[src/hdl/md5hs_pkg.sv]
// ----------------------------------------------------------------------------
// md5hs_pkg
// Shared types, constants and round tables for the MD5 stream hashing core.
// ----------------------------------------------------------------------------
package md5hs_pkg;

    // Block geometry: sixteen 32-bit message words per 512-bit block
    localparam int BLK_WORDS = 16;
    localparam int WORD_AW   = 4;

    // Chaining word initial values
    localparam logic [31:0] INIT_A = 32'h67452301;
    localparam logic [31:0] INIT_B = 32'hefcdab89;
    localparam logic [31:0] INIT_C = 32'h98badcfe;
    localparam logic [31:0] INIT_D = 32'h10325476;

    // Padding marker byte
    localparam logic [7:0] PAD_BYTE = 8'h80;

    // Word slots of the 64-bit length field
    localparam logic [WORD_AW-1:0] LEN_LO_WORD = 4'd14;
    localparam logic [WORD_AW-1:0] LEN_HI_WORD = 4'd15;

    // Per-round additive constants
    localparam logic [31:0] SINE_TAB [64] = '{
        32'hd76aa478, 32'he8c7b756, 32'h242070db, 32'hc1bdceee,
        32'hf57c0faf, 32'h4787c62a, 32'ha8304613, 32'hfd469501,
        32'h698098d8, 32'h8b44f7af, 32'hffff5bb1, 32'h895cd7be,
        32'h6b901122, 32'hfd987193, 32'ha679438e, 32'h49b40821,
        32'hf61e2562, 32'hc040b340, 32'h265e5a51, 32'he9b6c7aa,
        32'hd62f105d, 32'h02441453, 32'hd8a1e681, 32'he7d3fbc8,
        32'h21e1cde6, 32'hc33707d6, 32'hf4d50d87, 32'h455a14ed,
        32'ha9e3e905, 32'hfcefa3f8, 32'h676f02d9, 32'h8d2a4c8a,
        32'hfffa3942, 32'h8771f681, 32'h6d9d6122, 32'hfde5380c,
        32'ha4beea44, 32'h4bdecfa9, 32'hf6bb4b60, 32'hbebfbc70,
        32'h289b7ec6, 32'heaa127fa, 32'hd4ef3085, 32'h04881d05,
        32'hd9d4d039, 32'he6db99e5, 32'h1fa27cf8, 32'hc4ac5665,
        32'hf4292244, 32'h432aff97, 32'hab9423a7, 32'hfc93a039,
        32'h655b59c3, 32'h8f0ccc92, 32'hffeff47d, 32'h85845dd1,
        32'h6fa87e4f, 32'hfe2ce6e0, 32'ha3014314, 32'h4e0811a1,
        32'hf7537e82, 32'hbd3af235, 32'h2ad7d2bb, 32'heb86d391
    };

    // Input transaction payload
    typedef struct packed {
        logic [7:0] data_byte;
        logic       byte_valid;
        logic       end_of_message;
    } in_item_t;

    // Output transaction payload
    typedef struct packed {
        logic [31:0] digest_word;
        logic [1:0]  word_index;
        logic        last_word;
    } out_item_t;

    // Sequencer states
    typedef enum logic [3:0] {
        ST_IDLE,
        ST_LOAD0,
        ST_LOAD1,
        ST_ROUND,
        ST_ADD,
        ST_PAD_FIRST,
        ST_PAD_ZERO,
        ST_LEN_HI,
        ST_OUT
    } state_t;

    // Message word used by a given round
    function automatic logic [WORD_AW-1:0] msg_index(input logic [5:0] rnd);
        logic [WORD_AW-1:0] r4;
        logic [WORD_AW-1:0] idx;
        r4 = rnd[3:0];
        case (rnd[5:4])
            2'd0:    idx = r4;
            2'd1:    idx = WORD_AW'(r4 * 4'd5 + 4'd1);
            2'd2:    idx = WORD_AW'(r4 * 4'd3 + 4'd5);
            2'd3:    idx = WORD_AW'(r4 * 4'd7);
            default: idx = r4;
        endcase
        return idx;
    endfunction

    // Left-rotate amount of a given round
    function automatic logic [4:0] rot_amount(input logic [5:0] rnd);
        logic [4:0] amt;
        case ({rnd[5:4], rnd[1:0]})
            4'h0: amt = 5'd7;
            4'h1: amt = 5'd12;
            4'h2: amt = 5'd17;
            4'h3: amt = 5'd22;
            4'h4: amt = 5'd5;
            4'h5: amt = 5'd9;
            4'h6: amt = 5'd14;
            4'h7: amt = 5'd20;
            4'h8: amt = 5'd4;
            4'h9: amt = 5'd11;
            4'ha: amt = 5'd16;
            4'hb: amt = 5'd23;
            4'hc: amt = 5'd6;
            4'hd: amt = 5'd10;
            4'he: amt = 5'd15;
            4'hf: amt = 5'd21;
            default: amt = 5'd7;
        endcase
        return amt;
    endfunction

endpackage

[src/hdl/md5hs_ram.sv]
// ----------------------------------------------------------------------------
// md5hs_ram
// Generic single-write, single-read RAM with registered read data.
// ----------------------------------------------------------------------------
module md5hs_ram #(
    parameter int WIDTH = 32,
    parameter int DEPTH = 16
) (
    input  logic                     clk,
    input  logic                     we,
    input  logic [$clog2(DEPTH)-1:0] waddr,
    input  logic [WIDTH-1:0]         wdata,
    input  logic [$clog2(DEPTH)-1:0] raddr,
    output logic [WIDTH-1:0]         rdata
);

    logic [WIDTH-1:0] mem [DEPTH];

    // Write port and registered read port
    always_ff @(posedge clk)
    begin
        if (we)
        begin
            mem[waddr] <= wdata;
        end
        rdata <= mem[raddr];
    end

endmodule

[src/hdl/md5hs_round.sv]
// ----------------------------------------------------------------------------
// md5hs_round
// One MD5 compression round: round function, add, rotate and add.
// The message word, constant and old a arrive pre-summed in pre_sum.
// ----------------------------------------------------------------------------
module md5hs_round (
    input  logic [5:0]  rnd,
    input  logic [31:0] b,
    input  logic [31:0] c,
    input  logic [31:0] d,
    input  logic [31:0] pre_sum,
    output logic [31:0] b_new
);

    logic [31:0] f;
    logic [31:0] sum;
    logic [63:0] rot_wide;
    logic [4:0]  amt;

    // Select the round function by quarter
    always_comb
    begin
        case (rnd[5:4])
            2'd0:    f = (b & c) | (~b & d);
            2'd1:    f = (b & d) | (c & ~d);
            2'd2:    f = b ^ c ^ d;
            2'd3:    f = c ^ (b | ~d);
            default: f = b ^ c ^ d;
        endcase
    end

    // Add, rotate left, add b
    assign amt      = md5hs_pkg::rot_amount(rnd);
    assign sum      = f + pre_sum;
    assign rot_wide = {sum, sum} << amt;
    assign b_new    = b + rot_wide[63:32];

endmodule

[src/hdl/md5_hash_stream_core.sv]
// ----------------------------------------------------------------------------
// md5_hash_stream_core
// MD5 over a byte stream: gathers bytes into 512-bit blocks, compresses them
// with one shared round unit, pads at end of message and returns the digest.
// ----------------------------------------------------------------------------
// While idle the core takes each byte transaction as offered, unless it fills a
// 64-byte block: then the core runs the compression and is not ready during
// the message word prefetch, the 64 rounds through the single round unit and
// the chaining add. Closing a message writes the padding and length one word
// per cycle (with a further block of zeros and length when the marker leaves
// no room for the length), runs one or two compressions (two when fewer than
// nine bytes of the last block are free), then offers the four digest words as
// four output transactions, word 0 first. The input side is not ready from the
// close until the last digest word is taken, and the chaining words are
// reloaded for the next message.
module md5_hash_stream_core (
    input  logic                 clk,
    input  logic                 rst_n,
    input  logic                 in_valid,
    output logic                 in_ready,
    input  md5hs_pkg::in_item_t  in_data,
    output logic                 out_valid,
    input  logic                 out_ready,
    output md5hs_pkg::out_item_t out_data
);

    md5hs_pkg::state_t state_reg, state_next;

    logic [5:0]  round_reg, round_next;
    logic [3:0]  word_idx_reg, word_idx_next;
    logic [1:0]  out_idx_reg, out_idx_next;
    logic        extra_reg, extra_next;
    logic        final_reg, final_next;
    logic        close_pend_reg, close_pend_next;
    logic [63:0] bit_cnt_reg, bit_cnt_next;
    logic [23:0] asm_reg, asm_next;
    logic [31:0] chain_reg [4];
    logic [31:0] chain_next [4];
    logic [31:0] wa_reg, wa_next;
    logic [31:0] wb_reg, wb_next;
    logic [31:0] wc_reg, wc_next;
    logic [31:0] wd_reg, wd_next;
    logic [31:0] pre_reg, pre_next;

    logic        ram_we;
    logic [3:0]  ram_waddr;
    logic [31:0] ram_wdata;
    logic [3:0]  ram_raddr;
    logic [31:0] ram_rdata;

    logic [31:0] b_new;
    logic [5:0]  pos;
    logic [1:0]  lane;
    logic        in_xfer;
    logic        out_xfer;

    assign pos      = bit_cnt_reg[8:3];
    assign lane     = bit_cnt_reg[4:3];
    assign in_ready = (state_reg == md5hs_pkg::ST_IDLE);
    assign out_valid = (state_reg == md5hs_pkg::ST_OUT);
    assign in_xfer  = in_valid & in_ready;
    assign out_xfer = out_valid & out_ready;

    // Present the current digest word
    assign out_data.digest_word = chain_reg[out_idx_reg];
    assign out_data.word_index  = out_idx_reg;
    assign out_data.last_word   = (out_idx_reg == 2'd3);

    // Message block storage, one 32-bit word per entry
    md5hs_ram #(
        .WIDTH (32),
        .DEPTH (md5hs_pkg::BLK_WORDS)
    ) u_blk_ram (
        .clk   (clk),
        .we    (ram_we),
        .waddr (ram_waddr),
        .wdata (ram_wdata),
        .raddr (ram_raddr),
        .rdata (ram_rdata)
    );

    // Shared round unit
    md5hs_round u_round (
        .rnd     (round_reg),
        .b       (wb_reg),
        .c       (wc_reg),
        .d       (wd_reg),
        .pre_sum (pre_reg),
        .b_new   (b_new)
    );

    // State register
    always_ff @(posedge clk or negedge rst_n)
    begin
        if (!rst_n)
        begin
            state_reg <= md5hs_pkg::ST_IDLE;
        end
        else
        begin
            state_reg <= state_next;
        end
    end

    // Control and chaining registers
    always_ff @(posedge clk or negedge rst_n)
    begin
        if (!rst_n)
        begin
            round_reg      <= '0;
            word_idx_reg   <= '0;
            out_idx_reg    <= '0;
            extra_reg      <= 1'b0;
            final_reg      <= 1'b0;
            close_pend_reg <= 1'b0;
            bit_cnt_reg    <= '0;
            chain_reg[0]   <= md5hs_pkg::INIT_A;
            chain_reg[1]   <= md5hs_pkg::INIT_B;
            chain_reg[2]   <= md5hs_pkg::INIT_C;
            chain_reg[3]   <= md5hs_pkg::INIT_D;
        end
        else
        begin
            round_reg      <= round_next;
            word_idx_reg   <= word_idx_next;
            out_idx_reg    <= out_idx_next;
            extra_reg      <= extra_next;
            final_reg      <= final_next;
            close_pend_reg <= close_pend_next;
            bit_cnt_reg    <= bit_cnt_next;
            chain_reg      <= chain_next;
        end
    end

    // Working registers, no reset needed
    always_ff @(posedge clk)
    begin
        asm_reg <= asm_next;
        wa_reg  <= wa_next;
        wb_reg  <= wb_next;
        wc_reg  <= wc_next;
        wd_reg  <= wd_next;
        pre_reg <= pre_next;
    end

    // Sequencer: next state, datapath control and RAM access
    always_comb
    begin
        state_next      = state_reg;
        round_next      = round_reg;
        word_idx_next   = word_idx_reg;
        out_idx_next    = out_idx_reg;
        extra_next      = extra_reg;
        final_next      = final_reg;
        close_pend_next = close_pend_reg;
        bit_cnt_next    = bit_cnt_reg;
        asm_next        = asm_reg;
        chain_next      = chain_reg;
        wa_next         = wa_reg;
        wb_next         = wb_reg;
        wc_next         = wc_reg;
        wd_next         = wd_reg;
        pre_next        = pre_reg;
        ram_we          = 1'b0;
        ram_waddr       = word_idx_reg;
        ram_wdata       = '0;
        ram_raddr       = md5hs_pkg::msg_index(6'd0);

        case (state_reg)
            md5hs_pkg::ST_IDLE:
            begin
                if (in_xfer)
                begin
                    if (in_data.byte_valid)
                    begin
                        // Gather the byte; store the word when its last lane fills
                        case (lane)
                            2'd0:    asm_next[7:0]   = in_data.data_byte;
                            2'd1:    asm_next[15:8]  = in_data.data_byte;
                            2'd2:    asm_next[23:16] = in_data.data_byte;
                            default:
                            begin
                                ram_we    = 1'b1;
                                ram_waddr = pos[5:2];
                                ram_wdata = {in_data.data_byte, asm_reg};
                            end
                        endcase
                        bit_cnt_next    = bit_cnt_reg + 64'd8;
                        close_pend_next = in_data.end_of_message;
                        if (pos == 6'd63)
                        begin
                            state_next = md5hs_pkg::ST_LOAD0;
                        end
                        else if (in_data.end_of_message)
                        begin
                            state_next = md5hs_pkg::ST_PAD_FIRST;
                        end
                    end
                    else if (in_data.end_of_message)
                    begin
                        close_pend_next = 1'b1;
                        state_next      = md5hs_pkg::ST_PAD_FIRST;
                    end
                end
            end

            md5hs_pkg::ST_LOAD0:
            begin
                // Fetch the first round's message word
                ram_raddr  = md5hs_pkg::msg_index(6'd0);
                round_next = '0;
                state_next = md5hs_pkg::ST_LOAD1;
            end

            md5hs_pkg::ST_LOAD1:
            begin
                // Seed the working words and the first pre-sum
                ram_raddr  = md5hs_pkg::msg_index(6'd1);
                wa_next    = chain_reg[0];
                wb_next    = chain_reg[1];
                wc_next    = chain_reg[2];
                wd_next    = chain_reg[3];
                pre_next   = chain_reg[0] + md5hs_pkg::SINE_TAB[0] + ram_rdata;
                state_next = md5hs_pkg::ST_ROUND;
            end

            md5hs_pkg::ST_ROUND:
            begin
                // One round; the next round's pre-sum uses the current d
                ram_raddr  = md5hs_pkg::msg_index(6'(round_reg + 6'd2));
                wa_next    = wd_reg;
                wb_next    = b_new;
                wc_next    = wb_reg;
                wd_next    = wc_reg;
                pre_next   = wd_reg + md5hs_pkg::SINE_TAB[6'(round_reg + 6'd1)] + ram_rdata;
                round_next = 6'(round_reg + 6'd1);
                if (round_reg == 6'd63)
                begin
                    state_next = md5hs_pkg::ST_ADD;
                end
            end

            md5hs_pkg::ST_ADD:
            begin
                // Fold the working words into the chain, then pick what follows
                chain_next[0] = chain_reg[0] + wa_reg;
                chain_next[1] = chain_reg[1] + wb_reg;
                chain_next[2] = chain_reg[2] + wc_reg;
                chain_next[3] = chain_reg[3] + wd_reg;
                if (final_reg)
                begin
                    final_next   = 1'b0;
                    out_idx_next = '0;
                    state_next   = md5hs_pkg::ST_OUT;
                end
                else if (extra_reg)
                begin
                    extra_next    = 1'b0;
                    word_idx_next = '0;
                    state_next    = md5hs_pkg::ST_PAD_ZERO;
                end
                else if (close_pend_reg)
                begin
                    state_next = md5hs_pkg::ST_PAD_FIRST;
                end
                else
                begin
                    state_next = md5hs_pkg::ST_IDLE;
                end
            end

            md5hs_pkg::ST_PAD_FIRST:
            begin
                // Write the word that holds the 0x80 marker, zeros above it
                ram_we    = 1'b1;
                ram_waddr = pos[5:2];
                case (lane)
                    2'd0:    ram_wdata = {24'd0, md5hs_pkg::PAD_BYTE};
                    2'd1:    ram_wdata = {16'd0, md5hs_pkg::PAD_BYTE, asm_reg[7:0]};
                    2'd2:    ram_wdata = {8'd0, md5hs_pkg::PAD_BYTE, asm_reg[15:0]};
                    default: ram_wdata = {md5hs_pkg::PAD_BYTE, asm_reg};
                endcase
                close_pend_next = 1'b0;
                word_idx_next   = 4'(pos[5:2] + 4'd1);
                if (pos[5:2] >= md5hs_pkg::LEN_LO_WORD)
                begin
                    // No room for the length: close this block first
                    extra_next = 1'b1;
                    if (pos[5:2] == md5hs_pkg::LEN_HI_WORD)
                    begin
                        state_next = md5hs_pkg::ST_LOAD0;
                    end
                    else
                    begin
                        state_next = md5hs_pkg::ST_PAD_ZERO;
                    end
                end
                else
                begin
                    state_next = md5hs_pkg::ST_PAD_ZERO;
                end
            end

            md5hs_pkg::ST_PAD_ZERO:
            begin
                // Fill zero words; in the final block stop at the length slot
                ram_we    = 1'b1;
                ram_waddr = word_idx_reg;
                if (extra_reg)
                begin
                    ram_wdata     = '0;
                    word_idx_next = 4'(word_idx_reg + 4'd1);
                    if (word_idx_reg == md5hs_pkg::LEN_HI_WORD)
                    begin
                        state_next = md5hs_pkg::ST_LOAD0;
                    end
                end
                else if (word_idx_reg == md5hs_pkg::LEN_LO_WORD)
                begin
                    ram_wdata  = bit_cnt_reg[31:0];
                    state_next = md5hs_pkg::ST_LEN_HI;
                end
                else
                begin
                    ram_wdata     = '0;
                    word_idx_next = 4'(word_idx_reg + 4'd1);
                end
            end

            md5hs_pkg::ST_LEN_HI:
            begin
                // Upper length word, then the final compression
                ram_we     = 1'b1;
                ram_waddr  = md5hs_pkg::LEN_HI_WORD;
                ram_wdata  = bit_cnt_reg[63:32];
                final_next = 1'b1;
                state_next = md5hs_pkg::ST_LOAD0;
            end

            md5hs_pkg::ST_OUT:
            begin
                // Hand out the digest; reload the chain after the last word
                if (out_xfer)
                begin
                    out_idx_next = 2'(out_idx_reg + 2'd1);
                    if (out_idx_reg == 2'd3)
                    begin
                        chain_next[0] = md5hs_pkg::INIT_A;
                        chain_next[1] = md5hs_pkg::INIT_B;
                        chain_next[2] = md5hs_pkg::INIT_C;
                        chain_next[3] = md5hs_pkg::INIT_D;
                        bit_cnt_next  = '0;
                        state_next    = md5hs_pkg::ST_IDLE;
                    end
                end
            end

            default:
            begin
                state_next = md5hs_pkg::ST_IDLE;
            end
        endcase
    end

endmodule

[config.mk]
export PLATFORM = sky130hd
export DESIGN_NAME = md5_hash_stream_core
export DESIGN_NICKNAME = d
export VERILOG_FILES = /design/src/hdl/md5hs_pkg.sv /design/src/hdl/md5hs_ram.sv /design/src/hdl/md5hs_round.sv /design/src/hdl/md5_hash_stream_core.sv
export SDC_FILE = /design/constraint.sdc
export NUM_CORES = 2
export LEC_CHECK = 0
export BUFFER_PORTS_ARGS = -buffer_cell sky130_fd_sc_hd__buf_2
export CAP_MARGIN = 5
export CORE_ASPECT_RATIO = 1.75
export CORE_MARGIN = 5
export CORE_UTILIZATION = 33
export DETAILED_ROUTE_END_ITERATION = 10
export GPL_TIMING_DRIVEN = 0
export SLEW_MARGIN = 0
export SYNTH_ARGS = -nofsm -noshare
export SYNTH_HDL_FRONTEND = slang
export SYNTH_SLANG_ARGS = --single-unit
[constraint.sdc]
create_clock -name clk -period 21.9 [get_ports clk]
set_input_delay 4.38 -clock clk [delete_from_list [all_inputs] [get_ports clk]]
set_output_delay 4.38 -clock clk [all_outputs]
set_load 0.005 [all_outputs]
# [After elaboration in Yosys (flattened, before gate mapping)]
# Memories as Yosys holds them, arrays and structs flattened. A register that Yosys moved wholly into a read port is not among the register bits.
# Cells that the tools add are included.
[totals] romBits=2128 regBits=395 elab_cells=194 n_memories=3 inputBits=14 ram_bits=512
[mem_list] name="(name not given)" depth=64 width=32 rd=1 rd_clocked_by_memory_dff=0 write_ports=0 line="md5_hash_stream_core.sv:235" rtl="pre_next = wd_reg + md5hs_pkg::SINE_TAB[6'(round_reg + 6'd1)] + ram_rdata;"
[mem_list] name="u_blk_ram.mem" depth=16 width=32 rd=1 rd_clocked_by_memory_dff=1 write_ports=1 line="md5hs_ram.sv:17" rtl="logic [WIDTH-1:0] mem [DEPTH];"
[mem_list] name="(name not given)" depth=16 width=5 rd=1 rd_clocked_by_memory_dff=0 write_ports=0 line="md5hs_pkg.sv:89" rtl="case ({rnd[5:4], rnd[1:0]})"
[classes] magnitude_cmp=3 shifts=1 n_mul=3 reduce_logical=24 addsub=18 mux=71 bitwise=16 eq_ne=35
[op_table] operator="32-bit case mux with 2 select lines" count=5
[op_table] operator="32-bit adder" count=9
[op_table] operator="32-bit 2-to-1 mux" count=9
[op_table] operator="128-bit 2-to-1 mux" count=2
[op_table] operator="64-bit 2-to-1 mux" count=4
[op_table] operator="128-bit case mux with 2 select lines" count=1
[op_table] operator="32-bit case mux with 4 select lines" count=2
[op_table] operator="32-bit AND" count=4
[op_table] operator="64-bit case mux with 2 select lines" count=1
[op_table] operator="32-bit OR" count=3
[op_table] operator="32-bit case mux with 3 select lines" count=1
[op_table] operator="32-bit XOR" count=3
[op_table] operator="4-bit 2-to-1 mux" count=19
[op_table] operator="64-bit by 4-bit adder with 64-bit output (second input constant)" count=1
[op_table] operator="32-bit binary-select mux with 2-bit select" count=1
[op_table] operator="32-bit NOT" count=2
[op_table] operator="64-bit by 5-bit << shifter with 64-bit output" count=1
[op_table] operator="4-bit case mux with 9 select lines" count=1
[op_table] operator="32-bit adder (second input constant)" count=1
[op_table] operator="4-bit case mux with 3 select lines" count=2
[op_table] operator="4-bit by 3-bit equality test with 1-bit output (second input constant)" count=4
[op_table] operator="4-bit equality test (second input constant)" count=4
[op_table] operator="4-bit case mux with 4 select lines" count=1
[op_table] operator="4-bit AND reduction" count=4
[op_table] operator="37 further kinds" count=86

# [Longest topological paths before layout]
[logic_depth] depth_word=8 depth_mapped=35 ltp_nobuf=31

# [By module]
# Synthesis repeated with hierarchy kept, for this count alone.
[unflattened] cells_unflattened=5730 hier_area_um2=59777.3
[by_module_without_submodules] module="md5_hash_stream_core" cells_per_inst=3659 n_inst=1 area_per_inst_um2=31149.9 seq_area_each_um2=10810.4
[by_module_without_submodules] module="md5hs_ram" cells_per_inst=838 n_inst=1 area_per_inst_um2=19835.3 seq_area_each_um2=16015.4
[by_module_without_submodules] module="md5hs_round" cells_per_inst=1233 n_inst=1 area_per_inst_um2=8792.2 seq_area_each_um2=0.0

# [Worst setup path before layout]
# No wires, ideal clock.
[synth_timing] path_kind="reg2reg" startpoint="reg round_reg[4]" endpoint="reg wb_reg[31] (data pin)" stages_incl_launch_ff=33 t_arrival_ps=7506 setup_ps=270 period_less_slack_ps=7776 path_slack_ps=14124 required_time_ps=21630 path_cell_list="dfrtp_1 > clkbuf_1 > clkbuf_1 > clkbuf_1 > buf_1 > xnor2_1 > o21ai_0 > a21oi_1 > a31oi_1 > ha_1 > a21oi_1 > o22ai_1 > o31a_1 > a311o_2 > and3_1 > or4_1 > nor3_1 > nor2_1 > mux4_2 > nand2_1 > o21ai_0 > ha_1 > a211o_1 > a2111oi_0 > or3_1 > a211oi_1 > a31o_2 > and3_1 > nor3b_1 > o31ai_1 > xnor2_1 > and3_1 > o31ai_1"
[synth_via] elab_chain_len=6
[synth_rtl] element="from (decl)" line="md5_hash_stream_core.sv:29" rtl="logic [5:0] round_reg, round_next;"
[synth_rtl] element="from (signal assigned)" line="md5_hash_stream_core.sv:124" rtl="round_reg <= round_next;"
[synth_rtl] element="2-bit equality test, or another cell as far along" line="md5hs_round.sv:23" rtl="case (rnd[5:4])"
[synth_rtl] element="32-bit case mux with 4 select lines" line="md5hs_round.sv:23"
[synth_rtl] element="32-bit adder" line="md5hs_round.sv:34" rtl="assign sum = f + pre_sum;"
[synth_rtl] element="64-bit by 5-bit << shifter with 64-bit output (*)" line="md5hs_round.sv:35" rtl="assign rot_wide = {sum, sum} << amt;"
[synth_rtl] element="32-bit adder (*)" line="md5hs_round.sv:36" rtl="assign b_new = b + rot_wide[63:32];"
[synth_rtl] element="32-bit case mux with 2 select lines (*)" line="md5_hash_stream_core.sv:169" rtl="case (state_reg)"
[synth_rtl] element="via wb_next[31]" line="md5_hash_stream_core.sv:40" rtl="logic [31:0] wb_reg, wb_next;"
[synth_rtl] element="to (signal assigned)" line="md5_hash_stream_core.sv:140" rtl="wb_reg <= wb_next;"
[synth_rtl] element="to (decl)" line="md5_hash_stream_core.sv:40"
# The timed path passes the listed nets; every way through them passes the cells marked *.
# A chain may end at the register's enable or synchronous reset.

# [Worst setup path after layout]
[layout_timing] startpoint="reg round_reg[5]" endpoint="reg wb_reg[31] (data pin)"
# Same word-level chain as after synthesis.

==> results.cfg <==
[synthesis]
postSynthCellCount = 5609
synth_ff_type = edfxtp_1
yosys-mux-area-fraction = 0.0866
yosysUniqueCellTypes = 92
synth_fp_nets = 5979
synth_seq_cells = 936
yosys.area_share.xor_xnor = 0.0480
ys_top_cells_by_area = edfxtp_1, ha_1, mux4_2
synth_top_family_by_area = compound AO/OA/AOI/OAI gates
synth_fa_ha_area_frac = 0.0815
yosys.area.top_type = edfxtp_1
synthArstFlopShare = 0.222
yosysWarningCount = 0
synth_area_per_cell_um2 = 10.4
synth_top_area_frac = 0.357
synth-simple-area-share = 0.120
synth-edff-count = 696
synth_area_um2 = 58500
ys_seq_area_frac = 0.458
synth_compound_area_frac = 0.170

[setup_path]
critPathSlowestCell = clkbuf_1
required_ns = 22.40
criticalPathCategory = flop to flop
critPathCaptureType = flop
cp.arrival_ns = 12.17
reg2regPathDepth = 30
cpPeakStageDelay_ns = 1.09
startpoint_type = flop
path_max_fanout = 10

[sta]
grt_setup_unrepaired = no
fin_skew_ns = 0.0714
final_max_slew_viol_count = 13
tightest_slew_ns = 1.55
finalHoldViolations = 0
setup_viol = 0
fin_setup_tns_ns = 0
period_needed_ns = 11.66
max_freq_ghz = 0.0857
finalCritPeriodShare = 0.533
slew_headroom = -0.0349

[placement]
numPortBuffers = 50
routabilityCongestion = 1.04
dp_cells = 8061
dp_hpwl_um = 193000

[grt]
grtUsageMet3 = 0.0372
grt_start_max_net_pins = 98
grt_first_pass_wirelength_um = 345000
grt_remaining_overflow = 0
antenna_found_initial = 6
grt_most_used_layer = met2
track_usage = 0.256
use_met2 = 0.466
grt_pass1_vias = 48600
use_met1 = 0.240

[final_layout]
stdcell_count = 8243
largest_reg_flops = 512
seqCellArea_um2 = 26800
drive_gt1_frac = 0.104
syn_to_final_growth_pct = 12.4
multiInputGateArea_um2 = 29800
nFillCells = 17600
final_nets = 6159

[clock_network]
clock-sinks = 936
h-tree-depth = 3
hold_buffers = 0
tritoncts = yes
clk_path_buf_depth = 3
numCtsBuffers = 90
cts_setup_buffers = 0
insertion_delay_ns = 0.73
clk_pin_slew_ns = 0.06
cts_resized = 0
cts-root-buf = clkbuf_16

[job]
maxCapViolCount = 2

[detailed_routing]
wirelength_um = 246000
drt_pass1_iterations = 6
antenna_left = 0
dr_total_vias = 47600
first_iter_violations = 4140
routed_via_density = 5.77
avgRoutedWirePerCell_um = 29.8
drc_errors = 0

[min_path]
hold_class = flop to flop
hold_depth = 2

[pwr]
ir_worst_vdd_mv = 0.0583
p_leak_nw = 23.5
power_density_nw_per_um2 = 54.3

[floorplan]
die_area_um2 = 186000
fp.dieH_um = 567
die_w_um = 328
ioPinCount = 51
row_count = 204
core_area_um2 = 177000
start_util = 0.331

[run_status]
status = finished with violations
violations = capacitance limit, slew limit
layout make-up:
cell class	instances	share of cell area
Buffer	283	0.0168
Inverter	264	0.0151
Clock buffer	112	0.0359
Antenna cell	8	0.000304
Multi-Input combinational cell	4126	0.453
Timing Repair Buffer	88	0.0149
Sequential cell	936	0.408
Clock inverter	57	0.0115
Tap cell	2369	0.0450
synth_stat cells, types with 33 or more instances:
cell        n
or3_1      45
buf_1      40
mux4_2    172
inv_1     260
dfstp_2    64
dfrtp_1   144
clkbuf_1  212
mux2i_1    98
edfxtp_1  696
xor2_1    139
o21a_1     55
ha_1      314
or2_2      44
nand2b_1   38
a211oi_1  117
nor2b_1    53
nor2_1    393
nand2_1   689
o21ai_0   444
o211ai_1   35
a31oi_1    73
a21o_1    108
a21oi_1   402
a22oi_1    42
and3_1     43
xnor2_1   182
fa_1       42
o22ai_1    33
nor3_1     82
nand3_1    92
power by group:
| part | switching (mW) | total (mW) | internal (mW) |
|---|---|---|---|
| Sequential | 0 | 1.89 | 1.89 |
| Clock | 0.744 | 1.68 | 0.935 |
| Combinational | 0.0107 | 0.0128 | 0.00210 |
| Total | 0.754 | 3.58 | 2.82 |
cells by family after synthesis:
kind of cell	after synthesis
adder cells (fa/ha/maj)	356
flip-flops	936
AND/OR/NAND/NOR	1576
AO/OA/AOI/OAI	1584
multiplexers	289
XOR/XNOR	321
buffers and inverters	547
per-layer routing:
metal | wire, um | part of all wire
met2 | 126000 | 0.51
met3 | 12300 | 0.050
met4 | 30400 | 0.12
met1 | 76900 | 0.31
met5 | 34 | 0.00014
critical path, delay by kind of cell, from the launching register on:
family	cells	cell delay [ns]
flops	1	0.32
fa+ha+maj	2	0.73
compound gates	15	5.55
xor+xnor	1	0.17
simple gates	7	1.62
mux	1	0.39
buf+inv	4	2.65
worst paths after layout:
path / startpoint / to / slack [ns]
max reg2reg: round_reg[5]$_DFFE_PN0P_ / wb_reg[31]$_DFFE_PN_ / 10.24
min in group asynchronous: rst_n / bit_cnt_reg[45]$_DFFE_PN0P_ / 3.54
min reg2reg: chain_reg[63]$_DFFE_PN1P_ / chain_reg[63]$_DFFE_PN1P_ / 0.51
max: round_reg[5]$_DFFE_PN0P_ / wb_reg[31]$_DFFE_PN_ / 10.24
min: chain_reg[63]$_DFFE_PN1P_ / chain_reg[63]$_DFFE_PN1P_ / 0.51
max in group asynchronous: rst_n / chain_reg[119]$_DFFE_PN0P_ / 16.85
stage by stage:
step,area (um^2),worst slack [ns],hold WS (ns),power [mW],util
CTS,65700,10.08,0.506,3.59,0.372
global placement,61800,8.30,0.488,1.93,0.350
floorplan,58500,14.12,0.466,1.92,-
finish,65800,10.24,0.511,3.58,0.373
global route,65800,10.07,0.542,3.66,0.373
detailed placement,62600,10.22,0.491,1.94,0.354
cells in the final DEF (no fill, tap or decap), types with 30 or more instances in the layout:
cell type and instances:
edfxtp_1 696, nand2_1 689, o21ai_0 442, a21oi_1 402, nor2_1 377, ha_1 314
inv_1 260, clkbuf_1 231, xnor2_1 181, mux4_2 172, dfrtp_1 144, xor2_1 139
a211oi_1 116, a21o_1 108, mux2i_1 98, nand3_1 92, clkbuf_16 91, nor3_1 82
buf_2 79, a31oi_1 73, dfstp_2 64, o21a_1 55, nor2b_1 53, or3_1 45
or2_2 44, and3_1 43, a22oi_1 42, fa_1 42, buf_1 39, nand2b_1 38
o211ai_1 35, o22ai_1 33, dfxtp_1 32, o21bai_1 30, nand4_1 30
(Power assumes the default switching activity.)
